## config.mk

```make
export PLATFORM = sky130hd
export DESIGN_NAME = current_source_protection_fsm
export DESIGN_NICKNAME = d
export VERILOG_FILES = /design/src/sv/csp_pkg.sv /design/src/sv/current_source_protection_fsm.sv
export SDC_FILE = /design/constraint.sdc
export NUM_CORES = 1
export LEC_CHECK = 0
export ABC_CLOCK_PERIOD_IN_PS = 8400
export BUFFER_PORTS_ARGS = -buffer_cell sky130_fd_sc_hd__buf_2
export CORE_ASPECT_RATIO = 1.4
export CORE_MARGIN = 2
export CORE_UTILIZATION = 41
export CTS_BUF_LIST = sky130_fd_sc_hd__clkbuf_16
export CTS_CLUSTER_SIZE = 40
export DETAILED_ROUTE_END_ITERATION = 10
export GPL_TIMING_DRIVEN = 0
export HOLD_SLACK_MARGIN = 0.06
export SETUP_SLACK_MARGIN = 0.4
export SYNTH_ARGS = -nofsm -noshare
export SYNTH_HDL_FRONTEND = slang
export SYNTH_SLANG_ARGS = --single-unit
```

## constraint.sdc

```tcl
create_clock -name clk -period 8.4 [get_ports clk]
set_input_delay 2.52 -clock clk [delete_from_list [all_inputs] [get_ports clk]]
set_output_delay 2.52 -clock clk [all_outputs]
set_load 0.03 [all_outputs]
```

## src/sv/csp_pkg.sv

```systemverilog
// Shared widths, codes and reset values for the current source protection block.
package csp_pkg;

  localparam int unsigned ValW   = 20;
  localparam int unsigned CntW   = 8;
  localparam int unsigned ModeW  = 3;
  localparam int unsigned CmdW   = 2;
  localparam int unsigned CfgIdxW = 3;

  typedef logic [ValW-1:0]  val_t;
  typedef logic [CntW-1:0]  cnt_t;
  typedef logic [ModeW-1:0] mode_t;
  typedef logic [CmdW-1:0]  cmd_t;
  typedef logic [CfgIdxW-1:0] cfg_idx_t;

  localparam mode_t MODE_IDLE   = 3'd0;
  localparam mode_t MODE_NORMAL = 3'd1;
  localparam mode_t MODE_OPEN   = 3'd2;
  localparam mode_t MODE_OVER   = 3'd3;
  localparam mode_t MODE_SHORT  = 3'd4;

  localparam cmd_t CMD_TICK       = 2'd0;
  localparam cmd_t CMD_ENTER_IDLE = 2'd1;
  localparam cmd_t CMD_LEAVE_IDLE = 2'd2;

  localparam cfg_idx_t REG_OPEN_CUR  = 3'd0;
  localparam cfg_idx_t REG_OVER_CUR  = 3'd1;
  localparam cfg_idx_t REG_MIN_SET   = 3'd2;
  localparam cfg_idx_t REG_SHORT_RES = 3'd3;
  localparam cfg_idx_t REG_OPEN_CNT  = 3'd4;

  localparam val_t RST_OPEN_CUR  = 20'd100;
  localparam val_t RST_OVER_CUR  = 20'd550000;
  localparam val_t RST_MIN_SET   = 20'd1000;
  localparam val_t RST_SHORT_RES = 20'd500;
  localparam cnt_t RST_OPEN_CNT  = 8'd10;

endpackage

```

## src/sv/current_source_protection_fsm.sv

```systemverilog
// Top level: protection state machine for a current source.
//
// Input channel (in_*): one word per tick carrying a command, the measured
// current (uA), the load resistance (mOhm) and the current setpoint (uA).
// Result channel (out_*): exactly one word per input word with the status,
// its report flag, the converter enable, fault LED, setpoint clear and beep.
// Configuration (cfg_*): write-only limits, written while the block is idle; a
// rule for the user, not enforced by the block. The result word is registered
// and valid in the cycle after input acceptance. Throughput: one word per cycle
// while no stalled result waits; the evaluation is a few compares and an 8-bit counter update.
// in_stall rises only while a result waits and out_stall is high, so the
// result register alone decides whether the next word can enter.
// A stalled result holds until taken; state advances only on acceptance.
// Reset (rst_n low, synchronous): mode idle, converter off, counter zero,
// limits back to their defaults, result register empty.
module current_source_protection_fsm
  import csp_pkg::*;
(
  input  logic       clk,
  input  logic       rst_n,
  input  logic       in_valid,
  output logic       in_stall,
  input  cmd_t       in_cmd,
  input  val_t       in_measured_current,
  input  val_t       in_load_resistance,
  input  val_t       in_current_setpoint,
  output logic       out_valid,
  input  logic       out_stall,
  output mode_t      out_status,
  output logic       out_status_valid,
  output logic       out_buck_enable,
  output logic       out_fault_led,
  output logic       out_clear_setpoint,
  output logic       out_beep,
  input  logic       cfg_we,
  input  cfg_idx_t   cfg_index,
  input  val_t       cfg_wdata
);

  val_t  open_cur_r, over_cur_r, min_set_r, short_res_r;
  cnt_t  open_cnt_lim_r;

  mode_t mode_r, mode_nxt;
  logic  en_r, en_nxt;
  cnt_t  cnt_r, cnt_nxt;

  logic  out_valid_r;
  mode_t status_r;
  logic  status_valid_r, buck_en_r, clear_r, beep_r;
  logic  rep_nxt, clear_nxt, beep_nxt;

  logic  in_acc;
  mode_t mode_a, mode_b;
  cnt_t  cnt_inc;
  logic  open_cond, over_cond, short_cond;

  assign in_stall = out_valid_r & out_stall;
  assign in_acc   = in_valid & ~in_stall;

  always_comb begin
    case (in_cmd)
      CMD_ENTER_IDLE: mode_a = MODE_IDLE;
      CMD_LEAVE_IDLE: mode_a = MODE_NORMAL;
      default:        mode_a = mode_r;
    endcase
  end

  assign cnt_inc    = cnt_r + cnt_t'(1);
  assign open_cond  = en_r && (in_measured_current < open_cur_r)
                      && (in_current_setpoint >= min_set_r);
  assign over_cond  = en_r && (in_measured_current > over_cur_r);
  assign short_cond = en_r && (in_load_resistance < short_res_r);

  always_comb begin
    mode_b    = mode_a;
    cnt_nxt   = cnt_r;
    en_nxt    = en_r;
    rep_nxt   = 1'b0;
    clear_nxt = 1'b0;
    beep_nxt  = 1'b0;
    mode_nxt  = mode_a;
    if (mode_a == MODE_IDLE) begin
      en_nxt = 1'b0;
    end else begin
      if (open_cond) begin
        cnt_nxt = cnt_inc;
        if (cnt_inc > open_cnt_lim_r) begin
          mode_b  = MODE_OPEN;
          cnt_nxt = '0;
        end
      end else if (over_cond) begin
        cnt_nxt = '0;
        mode_b  = MODE_OVER;
      end else if (short_cond) begin
        mode_b = MODE_SHORT;
      end else if (en_r) begin
        cnt_nxt = '0;
        mode_b  = MODE_NORMAL;
      end
      mode_nxt = mode_b;
      case (mode_b)
        MODE_OVER: begin
          en_nxt    = 1'b0;
          clear_nxt = 1'b1;
          rep_nxt   = 1'b1;
        end
        MODE_OPEN: begin
          if (in_current_setpoint < min_set_r) begin
            mode_nxt = MODE_NORMAL;
          end else begin
            rep_nxt  = 1'b1;
            beep_nxt = 1'b1;
            en_nxt   = 1'b0;
          end
        end
        MODE_SHORT, MODE_NORMAL: begin
          rep_nxt = 1'b1;
          en_nxt  = 1'b1;
        end
        default: begin
          mode_nxt = MODE_NORMAL;
          rep_nxt  = 1'b1;
        end
      endcase
    end
  end

  always_ff @(posedge clk) begin
    if (!rst_n) begin
      open_cur_r     <= RST_OPEN_CUR;
      over_cur_r     <= RST_OVER_CUR;
      min_set_r      <= RST_MIN_SET;
      short_res_r    <= RST_SHORT_RES;
      open_cnt_lim_r <= RST_OPEN_CNT;
    end else if (cfg_we) begin
      case (cfg_index)
        REG_OPEN_CUR:  open_cur_r     <= cfg_wdata;
        REG_OVER_CUR:  over_cur_r     <= cfg_wdata;
        REG_MIN_SET:   min_set_r      <= cfg_wdata;
        REG_SHORT_RES: short_res_r    <= cfg_wdata;
        REG_OPEN_CNT:  open_cnt_lim_r <= cfg_wdata[CntW-1:0];
        default: ;
      endcase
    end
  end

  always_ff @(posedge clk) begin
    if (!rst_n) begin
      mode_r      <= MODE_IDLE;
      en_r        <= 1'b0;
      cnt_r       <= '0;
      out_valid_r <= 1'b0;
    end else begin
      if (in_acc) begin
        mode_r <= mode_nxt;
        en_r   <= en_nxt;
        cnt_r  <= cnt_nxt;
      end
      if (in_acc) begin
        out_valid_r <= 1'b1;
      end else if (!out_stall) begin
        out_valid_r <= 1'b0;
      end
    end
  end

  always_ff @(posedge clk) begin
    if (in_acc) begin
      status_r       <= mode_nxt;
      status_valid_r <= rep_nxt;
      buck_en_r      <= en_nxt;
      clear_r        <= clear_nxt;
      beep_r         <= beep_nxt;
    end
  end

  assign out_valid          = out_valid_r;
  assign out_status         = status_r;
  assign out_status_valid   = status_valid_r;
  assign out_buck_enable    = buck_en_r;
  assign out_fault_led      = ~buck_en_r;
  assign out_clear_setpoint = clear_r;
  assign out_beep           = beep_r;

  a_idle_off: assert property (@(posedge clk) disable iff (!rst_n)
    (mode_r == MODE_IDLE) |-> !en_r)
    else $error("converter enabled while idle");

  a_beep_off: assert property (@(posedge clk) disable iff (!rst_n)
    (out_valid && out_beep) |-> (!out_buck_enable && out_status == MODE_OPEN))
    else $error("beep without open-load shutdown");

  a_clear_over: assert property (@(posedge clk) disable iff (!rst_n)
    (out_valid && out_clear_setpoint) |-> (out_status == MODE_OVER && !out_buck_enable))
    else $error("setpoint clear without overcurrent");

  a_silent: assert property (@(posedge clk) disable iff (!rst_n)
    (out_valid && !out_status_valid)
      |-> (out_status == MODE_IDLE || out_status == MODE_NORMAL))
    else $error("unreported status is neither idle nor normal");

  a_result: assert property (@(posedge clk) disable iff (!rst_n)
    in_acc |=> (out_valid && out_status == mode_r))
    else $error("result does not follow accepted word");

endmodule
```

## Word-level counts from Yosys, hierarchy flattened

Cells that the tools add are included.

| word-level totals | value |
|---|---|
| output and inout bits | 10 |
| word-level logic and storage cells | 78 |
| memories | 0 |
| flip-flop bits (word level) | 108 |
| bits in latches | 0 |
| ROM bits | 0 |
| memory bits (writable) | 0 |

| cells by class | value |
|---|---|
| bitwise operators | 6 |
| muxes and demuxes | 23 |
| $lt $le $gt $ge | 6 |
| eq/ne operators | 12 |
| multiply operators | 0 |
| $add $sub $neg | 1 |
| reduce and logical (&&, ||, !) cells | 16 |
| divide/modulo/power cells | 0 |
| shift operators | 0 |

Operator list:

| cell | number |
|---|---|
| $lt 20x20->1 | 3 |
| $mux 8 | 5 |
| $mux 3 | 8 |
| $ge 20x20->1 | 1 |
| $gt 20x20->1 | 1 |
| $eq 3x2->1 const B | 4 |
| $pmux 3 s2 | 2 |
| $reduce_and 2->1 | 5 |
| $add 8x1->8 const B | 1 |
| $gt 8x8->1 | 1 |
| $mux 1 | 7 |
| $eq 3x1->1 const B | 2 |
| $eq 3x3->1 const B | 2 |
| $logic_not 3->1 | 2 |
| $logic_and 1x1->1 | 4 |
| $not 1->1 | 4 |
| $reduce_and 4->1 | 1 |
| $reduce_or 2->1 | 2 |
| $ne 3x3->1 const B | 1 |
| $pmux 1 s3 | 1 |
| $reduce_bool 3->1 | 1 |
| $reduce_or 3->1 | 1 |
| $and 1x1->1 | 2 |
| $eq 2x1->1 const B | 1 |
| other kinds (2) | 2 |

## Longest topological paths before layout

| depth | value |
|---|---|
| depth after elaboration | 11 |
| mapped depth | 13 |
| gate-level depth less buffers | 13 |

## Worst setup path after synthesis

No wires, ideal clock.

| timing | value |
|---|---|
| kind | input to output |
| start | input out_stall |
| end | output in_stall |
| buffers on the path | 0 |
| cell stages on the path | 2 |
| data required time | 5.880 ns |
| arrival time | 2.799 ns |
| setup slack | 3.081 ns |
| cell sequence | nand2_1 -> inv_1 |

| between the ends | value |
|---|---|
| cells in the longest elaborated chain, start to end | 1 |

RTL lines:

| item | RTL line | source |
|---|---|---|
| from (decl) | current_source_protection_fsm.sv:28 | `input logic out_stall,` |
| $and 1x1->1 | current_source_protection_fsm.sv:57 | `assign in_stall = out_valid_r & out_stall;` |
| to (decl) | current_source_protection_fsm.sv:22 | `output logic in_stall,` |

No other way between the ends.

## Worst setup path in the final report

Same ends and word-level chain as after synthesis.

==> results list <==
- In this run, placement finished with an instance count of 1093.
- After global routing the overflow that remains totals 0.
- Cts bufs inserted: 9
- Main synth FF type: dfxtp_1
* Signal arrival time at the worst endpoint: 2.90 ns
- Instance count along the most critical hold path: 2
* Post-synth cell types: 60
- The synthesized design contains 7 enable-type register cells.
* Via total after detailed routing: approximately 5.7k
* Maximum vdd ir drop: 0.0932 mV
- Synthesized area divided by synthesized cell count: 8.19 sq um
* # setup viols final: 0
- Number of buffers inserted by hold repair at cts: 0
- Counting flops with an async set or reset pin after synthesis yields a share of 0%.
- Register-to-Register Path Depth: 13
- Post-CTS timing repair inserted 0 buffers for setup.
* Power density normalized to cell area: 147 mW/mm^2
* Layout fillers: around 1.6k
- The clock net in this run drives a total of 108 sinks.
- The number of hold-slack violations in the final timing report came to 0.
- Summed over all layers, the routed wires come to approximately 17000 um.
- In this run the critical register-to-register path is captured at out_status[0].
* Initial antenna violation count: 0
- Worst-skew pair later-pin latency: 0.36 ns
- The number of antenna diodes in the final layout is 0.
- Share of the synthesized area in the top cell type: 30.9%
* I/O Buffers: between 90 and 100
* Max_slew headroom: 60.0%
- After clock tree synthesis, the repair step resized 0 gates.
- Min-delay worst type: flop to flop
* Width of the chip: around 110 um
- First-pass iteration count of the detailed router: 4
- The die covers between 0.015 and 0.02 sq mm.
- Max Cap Violations: 0
- Number of H-tree levels: 3
- Pin count of the biggest net entering global routing: 17
* Area of the mapped netlist: 0.00654 sq mm
* Post-Place Worst Slack: between 2 and 3 ns
* Endpoint kind of the worst setup timing path: output port
* Wirelength per Cell: about 15 um
* Worst setup path endpoint: in_stall
- Clock-pin slew was measured on the worst setup and hold paths at approximately 0.07 ns.
- Number of routed nets with antenna violations: 0
* Gate count of the mapped netlist: roughly 800
* Number of global-route vias before repair: between 5k and 6k
- The post-route netlist has 14.2% of its cells at a drive strength greater than 1.
- Summing the sequential cell areas from Yosys gives between 30% and 40% of the chip area.
- Summing all flip-flop and latch instances after layout gives ~0.0022 sq mm.
* Max-slew violation count: 0
- Yosys printed 0 warnings.
- Required @ worst endpoint: a little under 6 ns
* Nets: between 1k and 1.5k
- Outcome: completed
- The library cells used most frequently in the layout, excluding fill and tap cells, are nand2_1 (187), dfxtp_1 (101), buf_2 (98).
- Starting density of the core: between 40% and 50%
* Tmin final: 5.42 ns
- Iter 0 DRT Violations: about 160
- Clock Path Buffers: 2
- Dominant cell type by area after synthesis: dfxtp_1
- Element type at the critical path start: primary input
- The final critical path takes up 64.6% of the cycle.
- The HPWL after detailed placement is ~14000 um.
* Boundary pin count: 100
- Overall power consumption after layout is estimated at between 1 and 1.5 mW.
* RSZ-0062 raised after global routing: no
- When the netlist entered floorplanning its net count stood at approximately 980.
* Clock tree from TritonCTS: yes
- On the final layout, the worst clock skew is between 0.006 and 0.007 ns.
- Leading cell type in the layout, fill and taps excluded: nand2_1
* Flops & latches, synth: between 100 and 150
- Global router's overall resource usage: between 20% and 30%
- DRC errors left: 0
* Area used by multi-input combinational logic: just under 0.004 sq mm
- Leakage: roughly 3.1 nW
- The worst register-to-register path has a setup slack of slightly below 5 ns.
* Area growth, synth to finish: 15.6%
* Via density per instance: between 5 and 6
- Height of the die: roughly 150 um
- Hold path startpoint: min_set_r[15]
* Worst Slack Setup Final: slightly below 3 ns
- For this run, the number of standard cells in the final layout without fillers is between 1k and 1.5k.
- Crit Path Class: primary input to output port
* Crit path launch: out_stall
- Adding up every negative setup slack in the final design gives 0 ns.
* Buffer type at the clock tree root: clkbuf_16
* Core box area: ~0.016 sq mm
* FF-to-FF Start: cnt_r[0]
- At the end of routability-driven placement, the weighted congestion stood at roughly 0.87.
- By area the synthesized netlist is led by dfxtp_1 (31%), ha_1 (17%), nand2_1 (11%), a21boi_0 (7.6%), inv_1 (5.2%).
- Along the worst path, the maximum fanout reaches 2.
- Global-route wire length before repair: 27100 um
* Number of core rows: between 50 and 60
- Timing would allow up to 184 MHz.
- Slew @ Worst Pin: roughly 0.6 ns
## cell type report
cell class	count	share of cell area [%]
multi-input cells	571	50.9
clock inverters	7	0.778
flip-flops and latches	108	29.5
well taps	196	3.24
inverters	91	4.52
clock buffers	9	2.98
plain buffers	29	1.59
repair buffers	98	6.49
## critical path, stage by stage
cell     delay (ns)
buf_2          0.07
nand2_1        0.06
inv_1          0.06
buf_2          0.19
## cell usage after synthesis, drive strengths merged, types with 11 or more instances
cell type and instances:
nand2 188, dfxtp 101, inv 91, ha 88, a21boi 70, a21oi 38, o211ai 29, clkbuf 27
o21ai 22, nor2 18, nand4 12, nor2b 12, nand3 11
## through the flow
step | area [sq um] | utilization (%) | hold WS (ns)
final | 7560 | 48.4 | 0.460
after global routing | 7560 | 48.4 | 0.486
after CTS | 7560 | 48.4 | 0.467
after detailed placement | 7280 | 46.6 | 0.457
after global placement | 7280 | 46.6 | 0.450
after floorplan | 6540 | - | 0.440
## metal layers
layer  GRT usage [%]  part of all wire (%)
met3            2.82                   3.6
met2            36.6                    50
met4            8.15                   2.7
met5               0                     0
met1            24.3                    44
## cell families (layout without fill, tap and decap cells)
kind of cell / Yosys count / after routing / synth area share, %
simple gates: 277 / 277 / 18.9
compound gates: 199 / 199 / 22.1
buf+inv: 120 / 234 / 7.06
flops: 108 / 108 / 34.1
fa+ha+maj: 88 / 88 / 16.8
xor+xnor: 6 / 6 / 0.804
mux: 1 / 1 / 0.153
## state kept, by name, summed over array words and instances (netlist names)
name and flops:
open_cnt_lim_r 8, out_valid 1, out_status 3, min_set_r 20
short_res_r 20, open_cur_r 20, over_cur_r 20, out_beep 1
en_r 1, out_buck_enable 1, cnt_r 8, out_status_valid 1
out_clear_setpoint 1, mode_r 3
## report_power, final
| part | leakage, nW | switching, mW | internal, mW |
|---|---|---|---|
| sequential | 0.890 | 0.00473 | 0.530 |
| clock | 0.141 | 0.193 | 0.227 |
| combinational | 2.11 | 0.0953 | 0.0633 |
## how the worst min path moves through the flow
stage / endpoint
6_report: min_set_r[15]
5_1_grt: min_set_r[11]
4_1_cts: min_set_r[15]
3_5_place_dp: mode_r[2]
3_3_place_gp: mode_r[2]
2_1_floorplan: mode_r[2]
Note: power is estimated with default switching activity, not from simulation.
